--- config.mk ---
export PLATFORM = sky130hd
export DESIGN_NAME = outlined_glyph_row_writer
export DESIGN_NICKNAME = d
export VERILOG_FILES = /design/src/ogrw_pkg.sv /design/src/ogrw_front.sv /design/src/ogrw_queue.sv /design/src/ogrw_back.sv /design/src/outlined_glyph_row_writer.sv
export SDC_FILE = /design/constraint.sdc
export NUM_CORES = 1
export LEC_CHECK = 0
export BUFFER_PORTS_ARGS = -buffer_cell sky130_fd_sc_hd__buf_2
export CORE_UTILIZATION = 63
export CTS_BUF_LIST = sky130_fd_sc_hd__clkbuf_4 sky130_fd_sc_hd__clkbuf_8
export DETAILED_ROUTE_END_ITERATION = 12
export PLACE_DENSITY = 0.82
export SYNTH_ARGS = -nofsm -noshare
export SYNTH_HDL_FRONTEND = slang
export SYNTH_HIERARCHICAL = 1
export SYNTH_SLANG_ARGS = --single-unit
--- constraint.sdc ---
create_clock -name clk -period 9.68 [get_ports clk]
set_input_delay 1.452 -clock clk [delete_from_list [all_inputs] [get_ports clk]]
set_output_delay 1.452 -clock clk [all_outputs]
set_load 0.005 [all_outputs]
--- src/ogrw_pkg.sv ---
// shared types and constants of the outlined glyph row writer
`default_nettype none
package ogrw_pkg;

	// glyph geometry
	localparam int GLYPH_SIZE = 8;
	localparam int BOX_W = GLYPH_SIZE + 2;
	localparam int ROW_CNT_W = $clog2(BOX_W);
	localparam int GLYPH_ROW_W = $clog2(GLYPH_SIZE);

	// coordinate and frame widths
	localparam int COORD_W = 14;
	localparam int OUT_COORD_W = 15;
	localparam int CALC_W = 16;
	localparam int DIM_W = 13;
	localparam int COLOR_W = 32;
	localparam int GLYPH_W = 64;
	localparam int CODE_W = 8;

	localparam logic [DIM_W-1:0] MAX_FRAME_DIM = 13'd4096;
	localparam logic signed [OUT_COORD_W-1:0] COORD_MAX = 15'sd8191;
	localparam logic [CODE_W-1:0] NEWLINE_CODE = 8'd10;

	// configuration port
	localparam int CFG_IDX_W = 3;
	localparam int CFG_DATA_W = 32;

	typedef enum logic [CFG_IDX_W-1:0] {
		REG_FRAME_WIDTH   = 3'd0,
		REG_FRAME_HEIGHT  = 3'd1,
		REG_TEXT_COLOR    = 3'd2,
		REG_OUTLINE_COLOR = 3'd3
	} cfg_reg_t;

	localparam logic [DIM_W-1:0] FRAME_WIDTH_RST = 13'd640;
	localparam logic [DIM_W-1:0] FRAME_HEIGHT_RST = 13'd480;
	localparam logic [COLOR_W-1:0] TEXT_COLOR_RST = 32'hFFFF_FFFF;
	localparam logic [COLOR_W-1:0] OUTLINE_COLOR_RST = 32'h0000_0000;

	// queue between front and back
	localparam int QUEUE_DEPTH = 2;

	typedef struct packed {
		logic signed [COORD_W-1:0] col;
		logic signed [COORD_W-1:0] row;
		logic [BOX_W-1:0]          col_on;
		logic [GLYPH_W-1:0]        glyph;
	} char_entry_t;

endpackage
`default_nettype wire

--- src/ogrw_front.sv ---
// front end: takes characters, keeps the cursor and queues drawn characters
`default_nettype none
module ogrw_front (
	input  wire logic                                clk,
	input  wire logic                                arst_n,
	input  wire logic                                accept,
	input  wire logic                                new_string,
	input  wire logic signed [ogrw_pkg::COORD_W-1:0] start_x,
	input  wire logic signed [ogrw_pkg::COORD_W-1:0] start_y,
	input  wire logic [ogrw_pkg::CODE_W-1:0]         char_code,
	input  wire logic [ogrw_pkg::GLYPH_W-1:0]        glyph_bits,
	input  wire logic [ogrw_pkg::DIM_W-1:0]          clip_width,
	output      logic                                q_push,
	output      ogrw_pkg::char_entry_t               q_data
);
	import ogrw_pkg::*;

	logic signed [COORD_W-1:0] origin_q, col_q, row_q;
	logic signed [COORD_W-1:0] eff_origin, eff_col, eff_row;
	logic signed [COORD_W-1:0] col_next, row_next;
	logic                      is_newline;
	logic [BOX_W-1:0]          col_on;
	logic [CALC_W-1:0]         xx;

	// saturating advance by one glyph
	function automatic logic signed [COORD_W-1:0] sat_adv(logic signed [COORD_W-1:0] v);
		logic signed [OUT_COORD_W-1:0] s;
		s = OUT_COORD_W'(v) + OUT_COORD_W'(GLYPH_SIZE);
		return (s > COORD_MAX) ? COORD_W'(COORD_MAX) : s[COORD_W-1:0];
	endfunction

	// coordinates after an optional string load
	always_comb begin
		eff_origin = new_string ? start_x : origin_q;
		eff_col    = new_string ? start_x : col_q;
		eff_row    = new_string ? start_y : row_q;
		is_newline = (char_code == NEWLINE_CODE);
		col_next   = is_newline ? eff_origin : sat_adv(eff_col);
		row_next   = is_newline ? sat_adv(eff_row) : eff_row;
	end

	// horizontal clipping of the ten box columns
	always_comb begin
		xx = '0;
		for (int i = 0; i < BOX_W; i++) begin
			xx = CALC_W'(eff_col) - CALC_W'(1) + CALC_W'(i);
			col_on[i] = !xx[CALC_W-1] && (xx < CALC_W'(clip_width));
		end
	end

	// queue word
	always_comb begin
		q_push        = accept && !is_newline;
		q_data.col    = eff_col;
		q_data.row    = eff_row;
		q_data.col_on = col_on;
		q_data.glyph  = glyph_bits;
	end

	// cursor state
	always_ff @(posedge clk or negedge arst_n) begin
		if (!arst_n) begin
			origin_q <= '0;
			col_q    <= '0;
			row_q    <= '0;
		end else if (accept) begin
			origin_q <= eff_origin;
			col_q    <= col_next;
			row_q    <= row_next;
		end
	end

endmodule
`default_nettype wire

--- src/ogrw_queue.sv ---
// short register queue between front and back
`default_nettype none
module ogrw_queue #(
	parameter int DEPTH = ogrw_pkg::QUEUE_DEPTH
) (
	input  wire logic                  clk,
	input  wire logic                  arst_n,
	input  wire logic                  push,
	input  wire ogrw_pkg::char_entry_t push_data,
	output      logic                  full,
	input  wire logic                  pop,
	output      logic                  empty,
	output      ogrw_pkg::char_entry_t pop_data
);
	import ogrw_pkg::*;

	localparam int PW = (DEPTH > 1) ? $clog2(DEPTH) : 1;
	localparam int CW = $clog2(DEPTH + 1);

	char_entry_t    mem_q [DEPTH];
	logic [PW-1:0]  wr_ptr_q, rd_ptr_q;
	logic [CW-1:0]  count_q;
	logic           do_push, do_pop;

	assign full     = (count_q == CW'(DEPTH));
	assign empty    = (count_q == '0);
	assign do_push  = push && !full;
	assign do_pop   = pop && !empty;
	assign pop_data = mem_q[rd_ptr_q];

	// storage
	always_ff @(posedge clk) begin
		if (do_push) begin
			mem_q[wr_ptr_q] <= push_data;
		end
	end

	// pointers and fill count
	always_ff @(posedge clk or negedge arst_n) begin
		if (!arst_n) begin
			wr_ptr_q <= '0;
			rd_ptr_q <= '0;
			count_q  <= '0;
		end else begin
			if (do_push) begin
				wr_ptr_q <= (wr_ptr_q == PW'(DEPTH - 1)) ? '0 : wr_ptr_q + PW'(1);
			end
			if (do_pop) begin
				rd_ptr_q <= (rd_ptr_q == PW'(DEPTH - 1)) ? '0 : rd_ptr_q + PW'(1);
			end
			if (do_push && !do_pop) begin
				count_q <= count_q + CW'(1);
			end else if (do_pop && !do_push) begin
				count_q <= count_q - CW'(1);
			end
		end
	end

`ifndef NO_ASSERTIONS
	a_count_range: assert property (@(posedge clk) disable iff (!arst_n)
		count_q <= CW'(DEPTH))
		else $error("queue count beyond depth");
	a_push_fill: assert property (@(posedge clk) disable iff (!arst_n)
		(do_push && !do_pop) |=> (count_q == $past(count_q) + CW'(1)))
		else $error("queue count missed a push");
	a_ptr_gap: assert property (@(posedge clk) disable iff (!arst_n)
		(count_q == '0 || count_q == CW'(DEPTH)) |-> (wr_ptr_q == rd_ptr_q))
		else $error("queue pointers disagree with count");
`endif

endmodule
`default_nettype wire

--- src/ogrw_back.sv ---
// back end: walks the ten rows of a character and builds the pixel masks
`default_nettype none
module ogrw_back (
	input  wire logic                                    clk,
	input  wire logic                                    arst_n,
	input  wire logic                                    q_empty,
	input  wire ogrw_pkg::char_entry_t                   q_data,
	output      logic                                    q_pop,
	input  wire logic [ogrw_pkg::DIM_W-1:0]              clip_height,
	input  wire logic [ogrw_pkg::COLOR_W-1:0]            text_color,
	input  wire logic [ogrw_pkg::COLOR_W-1:0]            outline_color,
	input  wire logic                                    pop,
	output      logic                                    empty,
	output      logic signed [ogrw_pkg::OUT_COORD_W-1:0] row_y,
	output      logic signed [ogrw_pkg::OUT_COORD_W-1:0] row_x_start,
	output      logic [ogrw_pkg::BOX_W-1:0]              pixel_mask,
	output      logic [ogrw_pkg::BOX_W-1:0]              pixel_is_text,
	output      logic [ogrw_pkg::COLOR_W-1:0]            text_color_out,
	output      logic [ogrw_pkg::COLOR_W-1:0]            outline_color_out,
	output      logic                                    last_row
);
	import ogrw_pkg::*;

	char_entry_t           cur_q;
	logic                  busy_q;
	logic [ROW_CNT_W-1:0]  k_q;
	logic                  ov_q;
	logic                  adv, at_last, load;

	logic [CALC_W-1:0]     yy [3];
	logic signed [4:0]     gr [3];
	logic [2:0]            row_on;
	logic [BOX_W-1:0]      rbits [3];
	logic [BOX_W-1:0]      gon [3];
	logic [BOX_W-1:0]      hit, pix_on, mask_c, txt_c;

	assign at_last = (k_q == ROW_CNT_W'(BOX_W - 1));
	assign adv     = busy_q && (!ov_q || pop);
	assign load    = (!busy_q || (adv && at_last)) && !q_empty;
	assign q_pop   = load;
	assign empty   = !ov_q;

	// glyph rows and vertical clipping around the current row
	always_comb begin
		for (int d = 0; d < 3; d++) begin
			yy[d] = CALC_W'(cur_q.row) + CALC_W'(k_q) - CALC_W'(2) + CALC_W'(d);
			row_on[d] = !yy[d][CALC_W-1] && (yy[d] < CALC_W'(clip_height));
			gr[d] = $signed({1'b0, 4'(k_q)}) - 5'sd2 + 5'(d);
			if (gr[d] >= 5'sd0 && gr[d] < 5'(GLYPH_SIZE)) begin
				rbits[d] = {1'b0,
					cur_q.glyph[{gr[d][GLYPH_ROW_W-1:0], GLYPH_ROW_W'(0)} +: GLYPH_SIZE],
					1'b0};
			end else begin
				rbits[d] = '0;
			end
			gon[d] = rbits[d] & cur_q.col_on & {BOX_W{row_on[d]}};
		end
	end

	// text and outline masks for the row
	always_comb begin
		hit = '0;
		for (int d = 0; d < 3; d++) begin
			hit = hit | gon[d] | (gon[d] << 1) | (gon[d] >> 1);
		end
		pix_on = cur_q.col_on & {BOX_W{row_on[1]}};
		txt_c  = pix_on & rbits[1];
		mask_c = pix_on & (rbits[1] | hit);
	end

	// row sequencer
	always_ff @(posedge clk or negedge arst_n) begin
		if (!arst_n) begin
			busy_q <= 1'b0;
			k_q    <= '0;
		end else if (load) begin
			busy_q <= 1'b1;
			k_q    <= '0;
		end else if (adv) begin
			if (at_last) begin
				busy_q <= 1'b0;
				k_q    <= '0;
			end else begin
				k_q <= k_q + ROW_CNT_W'(1);
			end
		end
	end

	// character being drawn
	always_ff @(posedge clk) begin
		if (load) begin
			cur_q <= q_data;
		end
	end

	// output word valid
	always_ff @(posedge clk or negedge arst_n) begin
		if (!arst_n) begin
			ov_q <= 1'b0;
		end else if (adv) begin
			ov_q <= 1'b1;
		end else if (pop) begin
			ov_q <= 1'b0;
		end
	end

	// output word
	always_ff @(posedge clk) begin
		if (adv) begin
			row_y             <= OUT_COORD_W'(cur_q.row) - OUT_COORD_W'(1)
				+ OUT_COORD_W'(k_q);
			row_x_start       <= OUT_COORD_W'(cur_q.col) - OUT_COORD_W'(1);
			pixel_mask        <= mask_c;
			pixel_is_text     <= txt_c;
			text_color_out    <= text_color;
			outline_color_out <= outline_color;
			last_row          <= at_last;
		end
	end

`ifndef NO_ASSERTIONS
	a_k_range: assert property (@(posedge clk) disable iff (!arst_n)
		k_q < ROW_CNT_W'(BOX_W))
		else $error("row counter beyond box");
	a_idle_k: assert property (@(posedge clk) disable iff (!arst_n)
		!busy_q |-> (k_q == '0))
		else $error("row counter not cleared while idle");
	a_word_src: assert property (@(posedge clk) disable iff (!arst_n)
		$rose(ov_q) |-> $past(busy_q))
		else $error("output word without a character in progress");
	a_load_gap: assert property (@(posedge clk) disable iff (!arst_n)
		(busy_q && !at_last) |-> !load)
		else $error("new character loaded mid box");
`endif

endmodule
`default_nettype wire

--- src/outlined_glyph_row_writer.sv ---
// top level of the outlined glyph row writer: configuration and block wiring
//
// Each input word is one character with its 8x8 glyph. A newline only moves
// the cursor and gives no output; any other character gives ten row writes,
// one per cycle while pop keeps taking them, covering the glyph box plus a
// one-pixel border, with the last one flagged by last_row. The back end walks
// one box row per cycle unless the output word is waiting to be popped, and
// takes the next character as it leaves the last row; the front end takes a
// word every cycle while the two-entry queue in front of the row walker has
// room, so newlines are hidden behind drawing. Configuration (frame size and
// colours) is written through cfg_we/cfg_index/cfg_data and takes effect on
// the next character; write it only while the block is idle.
`default_nettype none
module outlined_glyph_row_writer #(
	parameter int QDEPTH = ogrw_pkg::QUEUE_DEPTH
) (
	input  wire logic                                    clk,
	input  wire logic                                    arst_n,
	input  wire logic                                    cfg_we,
	input  wire logic [ogrw_pkg::CFG_IDX_W-1:0]          cfg_index,
	input  wire logic [ogrw_pkg::CFG_DATA_W-1:0]         cfg_data,
	input  wire logic                                    push,
	output      logic                                    full,
	input  wire logic                                    new_string,
	input  wire logic signed [ogrw_pkg::COORD_W-1:0]     start_x,
	input  wire logic signed [ogrw_pkg::COORD_W-1:0]     start_y,
	input  wire logic [ogrw_pkg::CODE_W-1:0]             char_code,
	input  wire logic [ogrw_pkg::GLYPH_W-1:0]            glyph_bits,
	output      logic                                    empty,
	input  wire logic                                    pop,
	output      logic signed [ogrw_pkg::OUT_COORD_W-1:0] row_y,
	output      logic signed [ogrw_pkg::OUT_COORD_W-1:0] row_x_start,
	output      logic [ogrw_pkg::BOX_W-1:0]              pixel_mask,
	output      logic [ogrw_pkg::BOX_W-1:0]              pixel_is_text,
	output      logic [ogrw_pkg::COLOR_W-1:0]            text_color_out,
	output      logic [ogrw_pkg::COLOR_W-1:0]            outline_color_out,
	output      logic                                    last_row
);
	import ogrw_pkg::*;

	logic [DIM_W-1:0]   frame_width_q, frame_height_q;
	logic [COLOR_W-1:0] text_color_q, outline_color_q;
	logic [DIM_W-1:0]   clip_width, clip_height;
	logic               accept;
	logic               q_push, q_full, q_pop, q_empty;
	char_entry_t        q_wdata, q_rdata;

	// configuration registers
	always_ff @(posedge clk or negedge arst_n) begin
		if (!arst_n) begin
			frame_width_q   <= FRAME_WIDTH_RST;
			frame_height_q  <= FRAME_HEIGHT_RST;
			text_color_q    <= TEXT_COLOR_RST;
			outline_color_q <= OUTLINE_COLOR_RST;
		end else if (cfg_we) begin
			unique case (cfg_index)
				REG_FRAME_WIDTH:   frame_width_q   <= cfg_data[DIM_W-1:0];
				REG_FRAME_HEIGHT:  frame_height_q  <= cfg_data[DIM_W-1:0];
				REG_TEXT_COLOR:    text_color_q    <= cfg_data[COLOR_W-1:0];
				REG_OUTLINE_COLOR: outline_color_q <= cfg_data[COLOR_W-1:0];
				default: ;
			endcase
		end
	end

	// frame size limited to the largest supported frame
	assign clip_width  = (frame_width_q > MAX_FRAME_DIM) ? MAX_FRAME_DIM : frame_width_q;
	assign clip_height = (frame_height_q > MAX_FRAME_DIM) ? MAX_FRAME_DIM : frame_height_q;

	assign full   = q_full;
	assign accept = push && !q_full;

	// front end
	ogrw_front u_front (
		.clk        (clk),
		.arst_n     (arst_n),
		.accept     (accept),
		.new_string (new_string),
		.start_x    (start_x),
		.start_y    (start_y),
		.char_code  (char_code),
		.glyph_bits (glyph_bits),
		.clip_width (clip_width),
		.q_push     (q_push),
		.q_data     (q_wdata)
	);

	// character queue
	ogrw_queue #(
		.DEPTH (QDEPTH)
	) u_queue (
		.clk       (clk),
		.arst_n    (arst_n),
		.push      (q_push),
		.push_data (q_wdata),
		.full      (q_full),
		.pop       (q_pop),
		.empty     (q_empty),
		.pop_data  (q_rdata)
	);

	// row walker
	ogrw_back u_back (
		.clk               (clk),
		.arst_n            (arst_n),
		.q_empty           (q_empty),
		.q_data            (q_rdata),
		.q_pop             (q_pop),
		.clip_height       (clip_height),
		.text_color        (text_color_q),
		.outline_color     (outline_color_q),
		.pop               (pop),
		.empty             (empty),
		.row_y             (row_y),
		.row_x_start       (row_x_start),
		.pixel_mask        (pixel_mask),
		.pixel_is_text     (pixel_is_text),
		.text_color_out    (text_color_out),
		.outline_color_out (outline_color_out),
		.last_row          (last_row)
	);

endmodule
`default_nettype wire
==> impl_metrics.env <==
export IMPL_status="complete, no violations"
export IMPL_start_kind="register"
export IMPL_start_util_pct=63.95
export IMPL_synth_cells=2381
export IMPL_clk_pin_slew_ps=60
export IMPL_cp_arrival_ps=7810
export IMPL_postRouteAntennaNets=0
export IMPL_wl_per_cell_um=22.04
export IMPL_whs_path_depth=0
export IMPL_worstReg2RegStart="u_back/k_q[1]"
export IMPL_synth_most_common_cell="edfxtp_1"
export IMPL_synth_top_cell_area_share_pct=41.12
export IMPL_fin_util_pct=70.34
export IMPL_synth_area_leaders="edfxtp_1, dfrtp_1, ha_1"
export IMPL_firstDrtPassIters=6
export IMPL_dieArea_mm2=0.04946
export IMPL_cts_root_buffer_cell="clkbuf_8"
export IMPL_p_leak_uw=0.01334
export IMPL_maxCapViolCount=0
export IMPL_post_place_ws_ps=2268
export IMPL_ys_top_cells_by_count="edfxtp_1, ha_1, nand2_1"
export IMPL_setup_violations=0
export IMPL_critPathLaunch="u_back/k_q[1]"
export IMPL_fin_crit_ps=7380
export IMPL_synth_area_leader_cell="edfxtp_1"
export IMPL_worstPathRequired_ps=10110
export IMPL_tightest_slew_ps=1139
export IMPL_grt_pass1_wl_mm=112.9
export IMPL_cp_slowest_cell="dfrtp_1"
export IMPL_grt_pass1_vias=20030
export IMPL_fillers=3299
export IMPL_rrSetupSlack_ps=2300
export IMPL_num_rows=80
export IMPL_track_usage_pct=29.44
export IMPL_ios=258
export IMPL_fmax_mhz=135.5
export IMPL_fin_nets=2936
export IMPL_syn_to_final_growth_pct=9.985
export IMPL_maxSlewViolCount=0
export IMPL_cts_setup_buffers=0
export IMPL_rsz0062_at_grt="false"
export IMPL_synth_edf_count=419
export IMPL_htreeDepth=3
export IMPL_cts_tree="built"
export IMPL_drive_above_1_share_pct=27.60
export IMPL_avgSynthCellArea_um2=12.85
export IMPL_clockBufferDepth=3
export IMPL_overflow=0
export IMPL_setup_tns_final_ps=0
export IMPL_final_cells=3284
export IMPL_hp_start="outline_color_q[27]"
export IMPL_fin_skew_ps=40.65
export IMPL_vias_per_cell=6.106
export IMPL_p_total_uw=9890
export IMPL_max_stage_delay_ps=830
export IMPL_drcViolationCount=0
export IMPL_path_class="register to register"
export IMPL_clkLatencyLatePin_ps=690
export IMPL_vdd_ir_drop_max_v=0.0001684
export IMPL_min_to="u_back/outline_color_out[27]"
export IMPL_drt_total_wl_mm=72.36
export IMPL_synth_area_mm2=0.03060
export IMPL_post_route_period_util_pct=76.24
export IMPL_setup_ws_ps=2300
export IMPL_io_buffers=255
export IMPL_drt_iter0_drc=1989
export IMPL_worstReg2RegEnd="u_back/pixel_mask[7]"
export IMPL_place_inst=3120
export IMPL_antenna_found_initial=2
export IMPL_via_count=20050
export IMPL_powerDensity_mw_per_mm2=293.9
export IMPL_hpwl_mm=51.95
export IMPL_final_hold_violation_count=0
export IMPL_endpoint_kind="register"
export IMPL_dieHeight_um=222.4
export IMPL_ys_seq_area_share_pct=52.89
export IMPL_cts_repair_resized=0
export IMPL_yosysWarnings=6
export IMPL_slew_headroom_pct=24.07
export IMPL_synth_flop_cell="edfxtp_1"
export IMPL_min_path_type="register to register"
export IMPL_reg2reg_depth=25
export IMPL_ys_types=106
export IMPL_clock_sinks=561
export IMPL_die_w_um=222.4
export IMPL_grt_max_degree=82
export IMPL_worstPathMaxFanout=21
export IMPL_hold_buffers=0
export IMPL_core_mm2=0.04785
export IMPL_cts_inserted_buffers=87
export IMPL_routabilityCongestion=0.9561
export IMPL_ys_async_sr_fraction_pct=25.31
export IMPL_ys_ff_latch=561
## final cells by class
class                           instances  area [um2]  area share, %
Clock buffer                          122        1485          4.413
Timing Repair Buffer                  275        1433          4.257
Clock inverter                         40       305.3         0.9071
Antenna cell                            2       5.005        0.01487
Inverter                              124       486.7          1.446
Tap cell                              615       769.5          2.286
Sequential cell                       561       16190          48.10
Multi-Input combinational cell       1545       12980          38.58
## critical path, delay by kind of cell (launching register included)
kind	cells	cell delay, ps
buffers and inverters	3	640
adder cells (fa/ha/maj)	4	1310
AND/OR/NAND/NOR	9	1860
XOR/XNOR	2	720
AO/OA/AOI/OAI	7	1740
flip-flops	1	830
## cells by family (layout without fill, tap and decap cells)
group                      count (synthesis)  count (layout)  share of synthesized area (%)
xor gates and xnor gates                 179             179                          5.295
buffers and inverters                    276             561                          4.931
and+or+nand+nor                          522             522                          8.877
AOI/OAI and AO/OA                        353             353                          7.728
adders and majority gates                201             201                          8.268
other                                      1               4                        0.01226
muxes                                    288             288                          12.00
DFF                                      561             561                          52.89
## placed cells by master (no fill, tap or decap), drive strengths merged, types with 17 or more instances in the layout
| cell | instances |
|---|---|
| a31oi | 22 |
| mux2 | 212 |
| and3 | 18 |
| dfrtp | 104 |
| mux4 | 40 |
| nor2b | 44 |
| nand2b | 18 |
| o21ai | 67 |
| clkbuf | 122 |
| ha | 199 |
| nor3 | 34 |
| xor2 | 53 |
| nor2 | 96 |
| a21o | 29 |
| nand3 | 46 |
| nand4 | 17 |
| clkinv | 31 |
| buf | 275 |
| xnor2 | 126 |
| inv | 126 |
| a21oi | 100 |
| nand2 | 185 |
| edfxtp | 419 |
| mux2i | 36 |
| dfstp | 38 |
## registers in the layout (all words and copies together), names as in the netlist, 2 cells and up
name and count:
frame_height_q 13, frame_width_q 13, outline_color_q 32, text_color_q 32
u_back/cur_q 102, u_back/k_q 4, u_back/outline_color_out 32, u_back/pixel_is_text 8
u_back/pixel_mask 10, u_back/row_x_start 15, u_back/row_y 15, u_back/text_color_out 32
u_front/col_q 14, u_front/origin_q 14, u_front/row_q 14, u_queue/count_q 2
u_queue/mem_q 204
## stage by stage
step	hold slack, ps	cell area [um2]
2_1_floorplan	419.4	30600
3_3_place_gp	423.3	31860
3_5_place_dp	428.5	31860
4_1_cts	426.6	33650
5_1_grt	445.3	33650
6_report	426.7	33650
## worst max-delay path by stage
stage                                       to  slack [ps]  cells after the start
after floorplan             u_queue/count_q[1]         870                     12
after global placement    u_queue/mem_q[0][65]        2600                     22
after detailed placement  u_queue/mem_q[0][65]        2270                     22
after CTS                 u_back/pixel_mask[7]        2480                     25
after global routing      u_back/pixel_mask[6]        1720                     26
final                     u_back/pixel_mask[7]        2300                     25
## layer usage
| metal | wire length (um) | vias up | share of wire (%) | GRT usage (%) |
|---|---|---|---|---|
| met5 | 0 | - | 0 | 0 |
| met4 | 1755 | 0 | 2.4 | 9.655 |
| met3 | 5737 | 133 | 7.9 | 4.906 |
| met2 | 33210 | 901 | 46 | 45.30 |
| met1 | 31660 | 9838 | 44 | 42.86 |
| li1 | - | 9181 | - | - |
## power breakdown
part	switching, uW	internal [uW]
Sequential	282	3310
Clock	933	1090
Combinational	2500	1780
Total	3710	6180
(Power assumes the default switching activity.)
